## src/sv/led_flash_pattern_sequencer_unit_defines.svh

```systemverilog
// assertion macros for the led flash pattern sequencer
// expects signals named clock and reset in the module that uses them
`ifndef LED_FLASH_PATTERN_SEQUENCER_UNIT_DEFINES_SVH
`define LED_FLASH_PATTERN_SEQUENCER_UNIT_DEFINES_SVH
`ifndef SYNTHESIS
// checked on every clock edge outside reset
`define LFPS_ASSERT(label, prop) \
   label: assert property (@(posedge clock) disable iff (reset) (prop)) \
      else $error("lfps assertion failed");
// checked on the clock edge after a condition, outside reset
`define LFPS_ASSERT_NEXT(label, cond, prop) \
   label: assert property (@(posedge clock) disable iff (reset) (cond) |=> (prop)) \
      else $error("lfps assertion failed");
`else
`define LFPS_ASSERT(label, prop)
`define LFPS_ASSERT_NEXT(label, cond, prop)
`endif
`endif

```

## src/sv/lfps_pkg.sv

```systemverilog
// shared types and constants for the led flash pattern sequencer
// no dependencies
package lfps_pkg;

   localparam int MODE_W  = 4;
   localparam int TICK_W  = 7;
   localparam int PHASE_W = 6;
   localparam int KEY_W   = 8;
   localparam int CSR_IDX_W  = 1;
   localparam int CSR_DATA_W = 8;

   typedef logic [MODE_W-1:0]  mode_type;
   typedef logic [TICK_W-1:0]  tick_type;
   typedef logic [PHASE_W-1:0] phase_type;
   typedef logic [KEY_W-1:0]   key_type;

   // pattern state handed to and from the pattern logic
   typedef struct packed {
      tick_type  tick;
      phase_type phase;
      logic      led_a;
      logic      led_b;
   } pat_type;

   // csr register indexes
   localparam logic [CSR_IDX_W-1:0] CSR_START_MODE = 1'b0;
   localparam logic [CSR_IDX_W-1:0] CSR_PRESS_MIN  = 1'b1;

   localparam mode_type MODE_MIN      = 4'd1;
   localparam mode_type MODE_MAX      = 4'd10;
   localparam key_type  KEY_SAT       = 8'd200;
   localparam key_type  PRESS_MIN_RST = 8'd8;

   // pattern modes
   localparam mode_type MODE_PULSE_ALT  = 4'd1;
   localparam mode_type MODE_STEADY     = 4'd2;
   localparam mode_type MODE_SWAP       = 4'd3;
   localparam mode_type MODE_WALK       = 4'd4;
   localparam mode_type MODE_PULSE_SLOW = 4'd5;
   localparam mode_type MODE_PULSE_BOTH = 4'd6;
   localparam mode_type MODE_BLINK      = 4'd7;
   localparam mode_type MODE_BAND_A     = 4'd8;
   localparam mode_type MODE_BAND_B     = 4'd9;
   localparam mode_type MODE_PULSE_FAST = 4'd10;

endpackage

```

## src/sv/lfps_pattern.sv

```systemverilog
// per-tick pattern logic: next counters and led values for the active mode
// depends on lfps_pkg
module lfps_pattern
   import lfps_pkg::*;
(
   input  mode_type mode,
   input  pat_type  cur,
   output pat_type  nxt
);

   logic [TICK_W:0]    tick_inc;
   logic [PHASE_W:0]   phase_inc;
   logic [PHASE_W:0]   phase_ext;
   logic [PHASE_W:0]   p_split;
   logic [PHASE_W:0]   p_end;
   logic               p_a1, p_b1, p_a2, p_b2, p_both;
   tick_type           p_off;
   logic [TICK_W:0]    p_last;

   assign tick_inc  = {1'b0, cur.tick} + {{TICK_W{1'b0}}, 1'b1};
   assign phase_inc = {1'b0, cur.phase} + {{PHASE_W{1'b0}}, 1'b1};
   assign phase_ext = {1'b0, cur.phase};

   // pulse pattern shape per mode
   always_comb begin
      p_split = 7'd10;
      p_end   = 7'd20;
      p_a1    = 1'b1;
      p_b1    = 1'b0;
      p_a2    = 1'b0;
      p_b2    = 1'b1;
      p_off   = 7'd3;
      p_last  = 8'd4;
      p_both  = 1'b0;
      case (mode)
         MODE_PULSE_SLOW: begin
            p_split = 7'd6;
            p_end   = 7'd12;
            p_off   = 7'd5;
            p_last  = 8'd8;
         end
         MODE_PULSE_BOTH: begin
            p_split = 7'd6;
            p_end   = 7'd10;
            p_b1    = 1'b1;
            p_b2    = 1'b0;
            p_off   = 7'd5;
            p_last  = 8'd8;
            p_both  = 1'b1;
         end
         MODE_PULSE_FAST: begin
            p_end   = 7'd17;
            p_b1    = 1'b1;
            p_b2    = 1'b0;
            p_both  = 1'b1;
         end
         default: begin
         end
      endcase
   end

   always_comb begin
      nxt = cur;
      case (mode) inside
         MODE_PULSE_ALT, MODE_PULSE_SLOW, MODE_PULSE_BOTH, MODE_PULSE_FAST: begin
            if (phase_ext < p_split) begin
               if (cur.tick == 7'd0) begin
                  nxt.led_a = p_a1;
                  nxt.led_b = p_b1;
               end
               if (cur.tick == p_off) begin
                  nxt.led_a = 1'b0;
                  nxt.led_b = 1'b0;
               end
            end else if (p_a2 | p_b2) begin
               if (cur.tick == 7'd0) begin
                  nxt.led_a = p_a2;
                  nxt.led_b = p_b2;
               end
               if (cur.tick == p_off) begin
                  nxt.led_a = 1'b0;
                  nxt.led_b = 1'b0;
               end
            end else begin
               nxt.led_a = 1'b0;
               nxt.led_b = 1'b0;
            end
            if (tick_inc > p_last) begin
               nxt.tick = '0;
               if (phase_inc >= p_end) begin
                  nxt.phase = '0;
                  nxt.led_a = 1'b0;
                  if (p_both) begin
                     nxt.led_b = 1'b0;
                  end
               end else begin
                  nxt.phase = phase_inc[PHASE_W-1:0];
               end
            end else begin
               nxt.tick = tick_inc[TICK_W-1:0];
            end
         end
         MODE_STEADY: begin
            nxt.led_a = 1'b1;
            nxt.led_b = 1'b1;
         end
         MODE_SWAP: begin
            if (cur.phase < 6'd10) begin
               nxt.led_a = (cur.tick >= 7'd20);
               nxt.led_b = (cur.tick < 7'd20);
               if (tick_inc >= 8'd41) begin
                  nxt.phase = phase_inc[PHASE_W-1:0];
                  nxt.tick  = '0;
                  nxt.led_a = 1'b0;
                  nxt.led_b = 1'b0;
               end else begin
                  nxt.tick = tick_inc[TICK_W-1:0];
               end
            end else begin
               nxt.led_a = (cur.tick >= 7'd6);
               nxt.led_b = (cur.tick < 7'd6);
               if (tick_inc >= 8'd11) begin
                  nxt.tick = '0;
                  nxt.phase = (phase_inc >= 7'd20) ? '0 : phase_inc[PHASE_W-1:0];
               end else begin
                  nxt.tick = tick_inc[TICK_W-1:0];
               end
            end
         end
         MODE_WALK: begin
            if (cur.tick < 7'd13) begin
               nxt.led_a = 1'b1; nxt.led_b = 1'b0;
            end else if (cur.tick < 7'd26) begin
               nxt.led_a = 1'b0; nxt.led_b = 1'b0;
            end else if (cur.tick < 7'd39) begin
               nxt.led_a = 1'b1; nxt.led_b = 1'b0;
            end else if (cur.tick < 7'd52) begin
               nxt.led_a = 1'b0; nxt.led_b = 1'b0;
            end else if (cur.tick < 7'd65) begin
               nxt.led_a = 1'b0; nxt.led_b = 1'b1;
            end else if (cur.tick < 7'd78) begin
               nxt.led_a = 1'b0; nxt.led_b = 1'b0;
            end else if (cur.tick < 7'd91) begin
               nxt.led_a = 1'b0; nxt.led_b = 1'b1;
            end else if (cur.tick < 7'd104) begin
               nxt.led_a = 1'b0; nxt.led_b = 1'b0;
            end
            nxt.tick = (tick_inc >= 8'd104) ? '0 : tick_inc[TICK_W-1:0];
         end
         MODE_BLINK: begin
            if (cur.phase < 6'd11) begin
               nxt.led_a = cur.phase[0];
               nxt.led_b = cur.phase[0];
               if (tick_inc >= 8'd50) begin
                  nxt.phase = phase_inc[PHASE_W-1:0];
                  nxt.tick  = '0;
                  nxt.led_a = 1'b0;
                  nxt.led_b = 1'b0;
               end else begin
                  nxt.tick = tick_inc[TICK_W-1:0];
               end
            end else begin
               nxt.led_a = (cur.tick < 7'd3);
               nxt.led_b = (cur.tick < 7'd3);
               if (tick_inc >= 8'd5) begin
                  nxt.tick = '0;
                  nxt.phase = (phase_inc >= 7'd51) ? '0 : phase_inc[PHASE_W-1:0];
               end else begin
                  nxt.tick = tick_inc[TICK_W-1:0];
               end
            end
         end
         MODE_BAND_A, MODE_BAND_B: begin
            // both on in two bands, the mode's own led elsewhere
            if ((cur.tick >= 7'd44 && cur.tick < 7'd57) ||
                (cur.tick >= 7'd70 && cur.tick < 7'd83)) begin
               nxt.led_a = 1'b1;
               nxt.led_b = 1'b1;
            end else if (cur.tick < 7'd96) begin
               nxt.led_a = (mode == MODE_BAND_A);
               nxt.led_b = (mode == MODE_BAND_B);
            end
            nxt.tick = (tick_inc >= 8'd96) ? '0 : tick_inc[TICK_W-1:0];
         end
         default: begin
         end
      endcase
   end

endmodule

```

## src/sv/led_flash_pattern_sequencer_unit.sv

```systemverilog
// led flash pattern sequencer top level: key press detect, mode advance,
// state registers and result register; depends on lfps_pkg, lfps_pattern
// and the assertion macro header
// a tick transferred at an edge shows its result in the result register the cycle after
// throughput: one tick per cycle; a held result or an offered register write stalls ticks
// reset: mode 1, all counters and both leds cleared, press threshold 8, no result held
`include "led_flash_pattern_sequencer_unit_defines.svh"
module led_flash_pattern_sequencer_unit
   import lfps_pkg::*;
(
   input  logic                  clock,
   input  logic                  reset,
   // tick input
   input  logic                  req_valid,
   output logic                  req_stall,
   input  logic                  req_key_level,
   // result output
   output logic                  rsp_valid,
   input  logic                  rsp_stall,
   output logic                  rsp_led_a,
   output logic                  rsp_led_b,
   output mode_type              rsp_current_mode,
   output logic                  rsp_mode_changed,
   // register writes
   input  logic                  csr_valid,
   output logic                  csr_ready,
   input  logic [CSR_IDX_W-1:0]  csr_index,
   input  logic [CSR_DATA_W-1:0] csr_data
);

   // state
   mode_type  mode_ff;
   tick_type  tick_ff;
   phase_type phase_ff;
   key_type   key_ff;
   logic      led_a_ff;
   logic      led_b_ff;
   key_type   press_min_ff;

   // result register
   logic      rsp_valid_ff;
   logic      rsp_led_a_ff;
   logic      rsp_led_b_ff;
   mode_type  rsp_mode_ff;
   logic      rsp_changed_ff;

   logic      req_xfer;
   logic      csr_xfer;
   logic      changed;
   key_type   key_in;
   mode_type  mode_in;
   mode_type  mode_adv;
   mode_type  start_mode;
   logic [KEY_W:0] key_inc;
   pat_type   pat_cur;
   pat_type   pat_in;

   // a tick can enter whenever the result register is empty or draining,
   // and waits while a register write is offered
   assign req_stall = (rsp_valid_ff & rsp_stall) | csr_valid;
   assign req_xfer  = req_valid & ~req_stall;
   assign csr_ready = 1'b1;
   assign csr_xfer  = csr_valid & csr_ready;

   // key counter saturates; a release after enough held ticks is a press
   assign key_inc = {1'b0, key_ff} + {{KEY_W{1'b0}}, 1'b1};
   always_comb begin
      changed = 1'b0;
      if (req_key_level) begin
         key_in = (key_inc >= {1'b0, KEY_SAT}) ? KEY_SAT : key_inc[KEY_W-1:0];
      end else begin
         key_in  = '0;
         changed = (key_ff >= press_min_ff);
      end
   end

   // mode advances 1..10 with wrap
   assign mode_adv = (mode_ff >= MODE_MAX) ? MODE_MIN : mode_ff + 4'd1;
   assign mode_in  = changed ? mode_adv : mode_ff;

   // a press restarts the pattern counters and drops led a before the pattern runs
   always_comb begin
      pat_cur.tick  = changed ? '0 : tick_ff;
      pat_cur.phase = changed ? '0 : phase_ff;
      pat_cur.led_a = changed ? 1'b0 : led_a_ff;
      pat_cur.led_b = led_b_ff;
   end

   lfps_pattern u_pattern (
      .mode (mode_in),
      .cur  (pat_cur),
      .nxt  (pat_in)
   );

   // out-of-range start mode falls back to mode 1
   assign start_mode = (csr_data[MODE_W-1:0] >= MODE_MIN &&
                        csr_data[MODE_W-1:0] <= MODE_MAX) ?
                       csr_data[MODE_W-1:0] : MODE_MIN;

   always_ff @(posedge clock) begin
      if (reset) begin
         mode_ff      <= MODE_MIN;
         tick_ff      <= '0;
         phase_ff     <= '0;
         key_ff       <= '0;
         led_a_ff     <= 1'b0;
         led_b_ff     <= 1'b0;
         press_min_ff <= PRESS_MIN_RST;
      end else if (csr_xfer) begin
         unique case (csr_index)
            CSR_START_MODE: begin
               // restart as at power-up, leds and key counter kept
               mode_ff  <= start_mode;
               tick_ff  <= '0;
               phase_ff <= '0;
            end
            CSR_PRESS_MIN: begin
               press_min_ff <= csr_data[KEY_W-1:0];
            end
         endcase
      end else if (req_xfer) begin
         mode_ff  <= mode_in;
         tick_ff  <= pat_in.tick;
         phase_ff <= pat_in.phase;
         key_ff   <= key_in;
         led_a_ff <= pat_in.led_a;
         led_b_ff <= pat_in.led_b;
      end
   end

   // result valid: set by a tick transfer, cleared once the result is taken
   always_ff @(posedge clock) begin
      if (reset) begin
         rsp_valid_ff <= 1'b0;
      end else if (req_xfer) begin
         rsp_valid_ff <= 1'b1;
      end else if (!rsp_stall) begin
         rsp_valid_ff <= 1'b0;
      end
   end

   always_ff @(posedge clock) begin
      if (req_xfer) begin
         rsp_led_a_ff   <= pat_in.led_a;
         rsp_led_b_ff   <= pat_in.led_b;
         rsp_mode_ff    <= mode_in;
         rsp_changed_ff <= changed;
      end
   end

   assign rsp_valid        = rsp_valid_ff;
   assign rsp_led_a        = rsp_led_a_ff;
   assign rsp_led_b        = rsp_led_b_ff;
   assign rsp_current_mode = rsp_mode_ff;
   assign rsp_mode_changed = rsp_changed_ff;

   // mode never leaves 1..10
   `LFPS_ASSERT(a_mode_range, mode_ff >= MODE_MIN && mode_ff <= MODE_MAX)
   // key counter stays at or below saturation
   `LFPS_ASSERT(a_key_sat, key_ff <= KEY_SAT)
   // a tick with the key held never reports a mode change
   `LFPS_ASSERT_NEXT(a_held_no_change, req_xfer && req_key_level, !rsp_changed_ff)
   // every tick transfer leaves a result behind
   `LFPS_ASSERT_NEXT(a_result_after_tick, req_xfer, rsp_valid_ff)

endmodule
```

## config.mk

```make
export PLATFORM = sky130hd
export DESIGN_NAME = led_flash_pattern_sequencer_unit
export DESIGN_NICKNAME = d
export VERILOG_FILES = /design/src/sv/lfps_pkg.sv /design/src/sv/lfps_pattern.sv /design/src/sv/led_flash_pattern_sequencer_unit.sv
export VERILOG_INCLUDE_DIRS = /design/src /design/src/sv
export SDC_FILE = /design/constraint.sdc
export NUM_CORES = 1
export LEC_CHECK = 0
export BUFFER_PORTS_ARGS = -buffer_cell sky130_fd_sc_hd__buf_2
export CORE_UTILIZATION = 50
export CTS_CLUSTER_DIAMETER = 60
export CTS_CLUSTER_SIZE = 14
export DETAILED_ROUTE_END_ITERATION = 12
export GPL_ROUTABILITY_DRIVEN = 0
export PLACE_DENSITY = 0.75
export SYNTH_ARGS = -nofsm -noshare
export SYNTH_HDL_FRONTEND = slang
export SYNTH_SLANG_ARGS = --single-unit
```

## constraint.sdc

```tcl
create_clock -name clock -period 6.32 [get_ports clock]
set_input_delay 0 -clock clock [delete_from_list [all_inputs] [get_ports clock]]
set_output_delay 0 -clock clock [all_outputs]
set_load 0.05 [all_outputs]
```

Word-level counts from Yosys, hierarchy flattened
Index checks and enable logic that the tools add are counted.

Bits in registers: 43. Bits in latches: 0. Memory bits (writable): 0. Bits in read-only memories: 0. Bits of input ports: 15. Output and inout bits: 10. Memories: 0.

Add/sub/neg operators: 4. Multipliers: 0. Div/mod/pow operators: 0. Order comparisons: 36. Eq/ne operators: 13. Shifts and indexed selects: 0. Muxes and demuxes: 77. Bitwise operators: 5. Reductions and logical operators: 13.

Operators by type and width (number): 7-bit 2-to-1 mux (17); 6-bit 2-to-1 mux (14); 2-bit 2-to-1 mux (23); 7-bit less-than comparator (second input constant) (6); 8-bit 2-to-1 mux (5); 4-bit 2-to-1 mux (8); 15-bit 2-to-1 mux (2); 7-bit by 6-bit less-than comparator with 1-bit output (second input constant) (3); 4-bit by 3-bit == test with 1-bit output (second input constant) (4); 8-bit by 6-bit >= comparator with 1-bit output (second input constant) (2); 8-bit by 7-bit >= comparator with 1-bit output (second input constant) (2); 5-bit one-hot mux with 3 select lines (1); 7-bit by 5-bit >= comparator with 1-bit output (second input constant) (2); 7-bit by 6-bit >= comparator with 1-bit output (second input constant) (2); 7-bit by 5-bit less-than comparator with 1-bit output (second input constant) (2); 4-bit == test (second input constant) (3); 6-bit by 4-bit less-than comparator with 1-bit output (second input constant) (2); 8-bit by 1-bit adder with 9-bit output (second input constant) (1); 9-bit by 8-bit >= comparator with 1-bit output (second input constant) (1); 7-bit by 1-bit adder with 8-bit output (second input constant) (1); 4-bit by 2-bit == test with 1-bit output (second input constant) (2); 8-bit by 3-bit >= comparator with 1-bit output (second input constant) (1); 8-bit by 4-bit >= comparator with 1-bit output (second input constant) (1); 8-bit >= comparator (1); other kinds (29) (42).

Longest topological paths before layout
Depth after elaboration: 16. Gate-level depth with buffers: 24. Depth with buffers taken out: 18.

Hierarchy
Synthesis repeated with hierarchy kept, for this count alone.

Cell total of the unflattened synthesis: 621. Area total of the unflattened synthesis: 4435.5 sq um.

By module, submodules not included: led_flash_pattern_sequencer_unit (instances 1, cells each 271, area each 2249.7 sq um, seq. area each 930.9 sq um); lfps_pattern (instances 1, cells each 350, area each 2185.8 sq um, seq. area each 0.0 sq um).

Worst setup path after synthesis
Ideal clock, no wire load.

Kind: reg2reg. From: reg key_ff[0]. To: reg led_b_ff. Setup time: 0.091 ns. Arrival: 4.474 ns. Data required time: 6.229 ns. Path slack: 1.755 ns. Cell stages (with the launch flop): 25. Cell sequence: dfxtp_1 -> inv_1 -> ha_1 -> nor2b_4 -> o21a_4 -> o32a_4 -> buf_6 -> clkbuf_1 -> clkbuf_1 -> nand2_1 -> inv_1 -> ha_1 -> clkbuf_1 -> clkbuf_1 -> and2_1 -> nor2_1 -> ha_1 -> nand3_1 -> o21ai_0 -> and2_1 -> clkbuf_1 -> o21ai_0 -> a21oi_1 -> nand3_1 -> a311oi_1.

Word-level cells in the longest chain between the ends: 16. Elaborated cells on any way between the ends: 83.

RTL lines: from (decl) (RTL line led_flash_pattern_sequencer_unit.sv:35) `key_type key_ff;`; from (signal assigned) (RTL line led_flash_pattern_sequencer_unit.sv:125) `key_ff <= key_in;`; 8-bit >= comparator (*) (RTL line led_flash_pattern_sequencer_unit.sv:73) `changed = (key_ff >= press_min_ff);`; 1-bit 2-to-1 mux (*) (RTL line led_flash_pattern_sequencer_unit.sv:69) `if (req_key_level) begin`; branches (longest 13 deep; another with 7-bit by 1-bit adder with 8-bit output); 2-bit 2-to-1 mux (*) (RTL line lfps_pattern.sv:64) `case (mode) inside`; to (signal assigned) (RTL line led_flash_pattern_sequencer_unit.sv:127) `led_b_ff <= pat_in.led_b;`; to (decl) (RTL line led_flash_pattern_sequencer_unit.sv:37) `logic led_b_ff;`.

Every way passes the cells marked *. A chain may end at the register's enable or synchronous reset.

Final worst setup path
Same ends and word-level chain as after synthesis.

==> insert_results.sql <==
INSERT INTO impl_metrics (metric_group, metric, value, unit) VALUES
('cts', 'clockRootBuffer', 'sky130_fd_sc_hd__clkbuf_8', ''),
('setup_path', 'worst_r2r_endpoint', 'led_b_ff$_SDFFE_PP0P_', ''),
('run', 'max_cap_viol_count', '0', ''),
('global_route', 'gr-total-overflow', '0', ''),
('sta', 'setup_violations', '0', ''),
('sta', 'finalWorstSetupSlack', '1440', 'ps'),
('routing', 'detailed_route_wire_length_per_cell', '18.4', 'um'),
('place', 'detailed_place_hpwl', '10.3', 'mm'),
('cells_and_area', 'final_common_cell', 'sky130_fd_sc_hd__nand2_1', ''),
('global_route', 'grt_first_pass_wirelength', '23.9', 'mm'),
('routing', 'post_drt_via_cell_ratio', '6.86', ''),
('setup_path', 'timing.critical_path.cells', 'inv_1 > ha_1 > nor2b_4 > o21a_4 > o32a_4 > inv_2 > o32a_1 > a21oi_1 > ha_1 > nand2b_1 > a21o_1 > a21o_1 > a21o_1 > a211oi_4 > o21ai_0 > a21oi_1 > nand3_1 > a311oi_1', ''),
('setup_path', 'startpoint_to_endpoint_class_of_the_critical_path', 'flip-flop to flip-flop', ''),
('cells_and_area', 'fillCellCount', '918', ''),
('cts', 'cts_sinks', '43', ''),
('status', 'status', 'complete, but fails checks', ''),
('sta', 'fin_tns_setup', '0', 'ps'),
('cts', 'clk_latency', '320', 'ps'),
('place', 'portBuffers', '23', ''),
('setup_path', 'cp.arrival', '5090', 'ps'),
('logic_synthesis', 'syn_area', '0.00481', 'mm2'),
('sta', 'worst_clock_skew', '15.2', 'ps'),
('setup_path', 'setup.worst_path.start', 'key_ff[0]$_SDFFE_PP0P_', ''),
('setup_path', 'worst_path_max_delay_cell', 'sky130_fd_sc_hd__o32a_4', ''),
('cells_and_area', 'stdcell_count', '785', ''),
('power_and_ir_drop', 'total_leakage_power', '1.96', 'nW'),
('setup_path', 'critPathMostFrequentCell', 'sky130_fd_sc_hd__a21o_1', ''),
('setup_path', 'crit_family', 'compound AO/OA/AOI/OAI gates', ''),
('setup_path', 'path_buf_inv', '2', ''),
('die', 'num_io_pins', '25', ''),
('cells_and_area', 'commonest_cells_after_routing_fill_and_taps_aside', '69 x sky130_fd_sc_hd__nand2_1, 54 x sky130_fd_sc_hd__a21oi_1, 54 x sky130_fd_sc_hd__nor2_1', ''),
('logic_synthesis', 'synthCells', '659', ''),
('status', 'failed_checks', 'negative hold slack', ''),
('logic_synthesis', 'yosys.cell_types.count', '93', ''),
('cts', 'cts-buffers-inserted', '5', ''),
('cts', 'tritoncts_clock_tree', 'done', ''),
('cells_and_area', 'synthToLayoutAreaGrowth', '4.84', '%'),
('die', 'chipHeight', '100', 'um'),
('global_route', 'grt_max_degree', '36', ''),
('setup_path', 'setup.worst_path.end_class', 'flip-flop', ''),
('sta', 'tightest_slew', '1020', 'ps'),
('die', 'design.core.area', '0.00928', 'mm2'),
('sta', 'worst_slew_margin_rel', '0.313', ''),
('sta', 'hold_viol_final', '1', ''),
('die', 'starting_density_of_the_core', '0.518', ''),
('power_and_ir_drop', 'irDropWorstVdd', '0.0000803', 'V'),
('global_route', 'grt_antenna_before_repair', '0', ''),
('cells_and_area', 'antenna_cells_inserted', '0', ''),
('logic_synthesis', 'ys_async_sr_fraction', '0', ''),
('cells_and_area', 'finalNetCount', '697', ''),
('cts', 'htree_num_levels', '2', ''),
('routing', 'drt_pass1_iterations', '6', ''),
('cts', 'max-clock-path-buffers', '2', ''),
('die', 'fp.dieW', '100', 'um'),
('power_and_ir_drop', 'power-per-cell-area', '162', 'mW/mm2'),
('global_route', 'track_usage', '0.297', ''),
('logic_synthesis', 'nets_in_the_synthesized_netlist', '701', ''),
('sta', 'rsz0062_at_grt', 'false', ''),
('routing', 'drt.antenna.violating_nets', '0', ''),
('die', 'die-area', '0.0100', 'mm2'),
('routing', 'detailroute.via_count', '5389', ''),
('worst_hold_path', 'min_path_type', 'input pin to flip-flop', ''),
('setup_path', 'critical_path.max_stage_delay', '530', 'ps'),
('logic_synthesis', 'synth-warning-count', '0', ''),
('logic_synthesis', 'postSynth.topFlopCell', 'sky130_fd_sc_hd__dfxtp_1', ''),
('sta', 'fin_worst_hold_slack', '-1.15', 'ps'),
('sta', 'drv_slew', '0', ''),
('setup_path', 'critPathMaxFanout', '32', ''),
('power_and_ir_drop', 'p_total', '0.815', 'mW'),
('die', 'row_count', '35', ''),
('cells_and_area', 'drive_above_1_share', '0.113', '');
[how the worst max path moves through the flow]
| stage | to | slack (ps) | depth (start not counted) |
|---|---|---|---|
| after floorplan | led_b_ff$_SDFFE_PP0P_ | 1760 | 24 |
| after global placement | led_a_ff$_SDFFE_PP0P_ | 1700 | 18 |
| after detailed placement | led_a_ff$_SDFFE_PP0P_ | 1580 | 18 |
| after CTS | led_b_ff$_SDFFE_PP0P_ | 1530 | 18 |
| after global routing | led_b_ff$_SDFFE_PP0P_ | 1060 | 18 |
| final | led_b_ff$_SDFFE_PP0P_ | 1440 | 18 |
[registers in the layout (all words and copies together) (netlist names)]
register,cells
key_ff,8
press_min_ff,8
tick_ff,7
phase_ff,6
mode_ff,4
rsp_current_mode,4
led_a_ff,1
led_b_ff,1
rsp_led_a,1
rsp_led_b,1
rsp_mode_changed,1
rsp_valid,1
[cell usage after synthesis, types with 9 or more instances]
cell	number	area, um2
sky130_fd_sc_hd__a21o_1	9	67.6
sky130_fd_sc_hd__a21oi_1	54	270
sky130_fd_sc_hd__a31oi_1	9	56.3
sky130_fd_sc_hd__and2_1	11	68.8
sky130_fd_sc_hd__and3_1	14	87.6
sky130_fd_sc_hd__clkbuf_1	24	90.1
sky130_fd_sc_hd__dfxtp_1	36	721
sky130_fd_sc_hd__ha_1	27	338
sky130_fd_sc_hd__inv_1	30	113
sky130_fd_sc_hd__nand2_1	69	259
sky130_fd_sc_hd__nand3_1	34	170
sky130_fd_sc_hd__nor2_1	54	203
sky130_fd_sc_hd__nor3_1	15	75.1
sky130_fd_sc_hd__o211ai_1	11	82.6
sky130_fd_sc_hd__o21ai_0	36	180
sky130_fd_sc_hd__o21ai_1	10	50.1
sky130_fd_sc_hd__o22ai_1	11	68.8
[per-layer routing]
metal / GRT usage / part of all wire / vias to the layer above
li1: - / - / 2467
met1: 0.421 / 0.41 / 2435
met2: 0.448 / 0.43 / 408
met3: 0.0411 / 0.12 / 79
met4: 0.133 / 0.039 / 0
met5: 0 / 0 / -
[repair_timing]
item / CTS / global route
hold buffers: 7 / 0
setup buffers: 0 / 0
gates resized for setup: 0 / 0
hold endpoints to repair: 7 / 0
[per-stage QoR]
step / hold slack, ps / utilization / area [um2]
finish: -1.15 / 0.543 / 5040
global placement: 258 / 0.526 / 4890
floorplan: 145 / - / 4810
CTS: 4.05 / 0.543 / 5040
detailed placement: 260 / 0.526 / 4890
global route: 12.9 / 0.543 / 5040
[area by class of cell]
class / instances / area, um2 / area share
clock inverters: 2 / 13.8 / 0.00273
well taps: 129 / 161 / 0.0320
clock buffers: 6 / 72.6 / 0.0144
flip-flops and latches: 43 / 931 / 0.185
inverters: 37 / 139 / 0.0275
repair buffers: 31 / 193 / 0.0382
multi-input cells: 537 / 3530 / 0.701
[power by group]
group / internal (mW) / switching [mW]
Combinational: 0.106 / 0.200
Clock: 0.0784 / 0.113
Sequential: 0.293 / 0.0248
Total: 0.477 / 0.338
[worst reg2reg max path, cell delays in order, from the launching register on]
cell and delay, ps:
sky130_fd_sc_hd__dfxtp_1 470, sky130_fd_sc_hd__inv_1 70, sky130_fd_sc_hd__ha_1 320, sky130_fd_sc_hd__nor2b_4 50
sky130_fd_sc_hd__o21a_4 210, sky130_fd_sc_hd__o32a_4 530, sky130_fd_sc_hd__inv_2 430, sky130_fd_sc_hd__o32a_1 400
sky130_fd_sc_hd__a21oi_1 130, sky130_fd_sc_hd__ha_1 300, sky130_fd_sc_hd__nand2b_1 140, sky130_fd_sc_hd__a21o_1 170
sky130_fd_sc_hd__a21o_1 170, sky130_fd_sc_hd__a21o_1 200, sky130_fd_sc_hd__a211oi_4 400, sky130_fd_sc_hd__o21ai_0 150
sky130_fd_sc_hd__a21oi_1 210, sky130_fd_sc_hd__nand3_1 140, sky130_fd_sc_hd__a311oi_1 280
[cells by family after synthesis]
| logic type | count (synthesis) | synth area share |
|---|---|---|
| and+or+nand+nor | 256 | 0.269 |
| AOI/OAI and AO/OA | 240 | 0.368 |
| buffers and inverters | 79 | 0.0720 |
| DFF | 43 | 0.193 |
| adders and majority gates | 27 | 0.0702 |
| xor gates and xnor gates | 7 | 0.0127 |
| muxes | 6 | 0.0130 |
| other | 1 | 0.000779 |
Note: power is estimated with default switching activity, not from simulation.
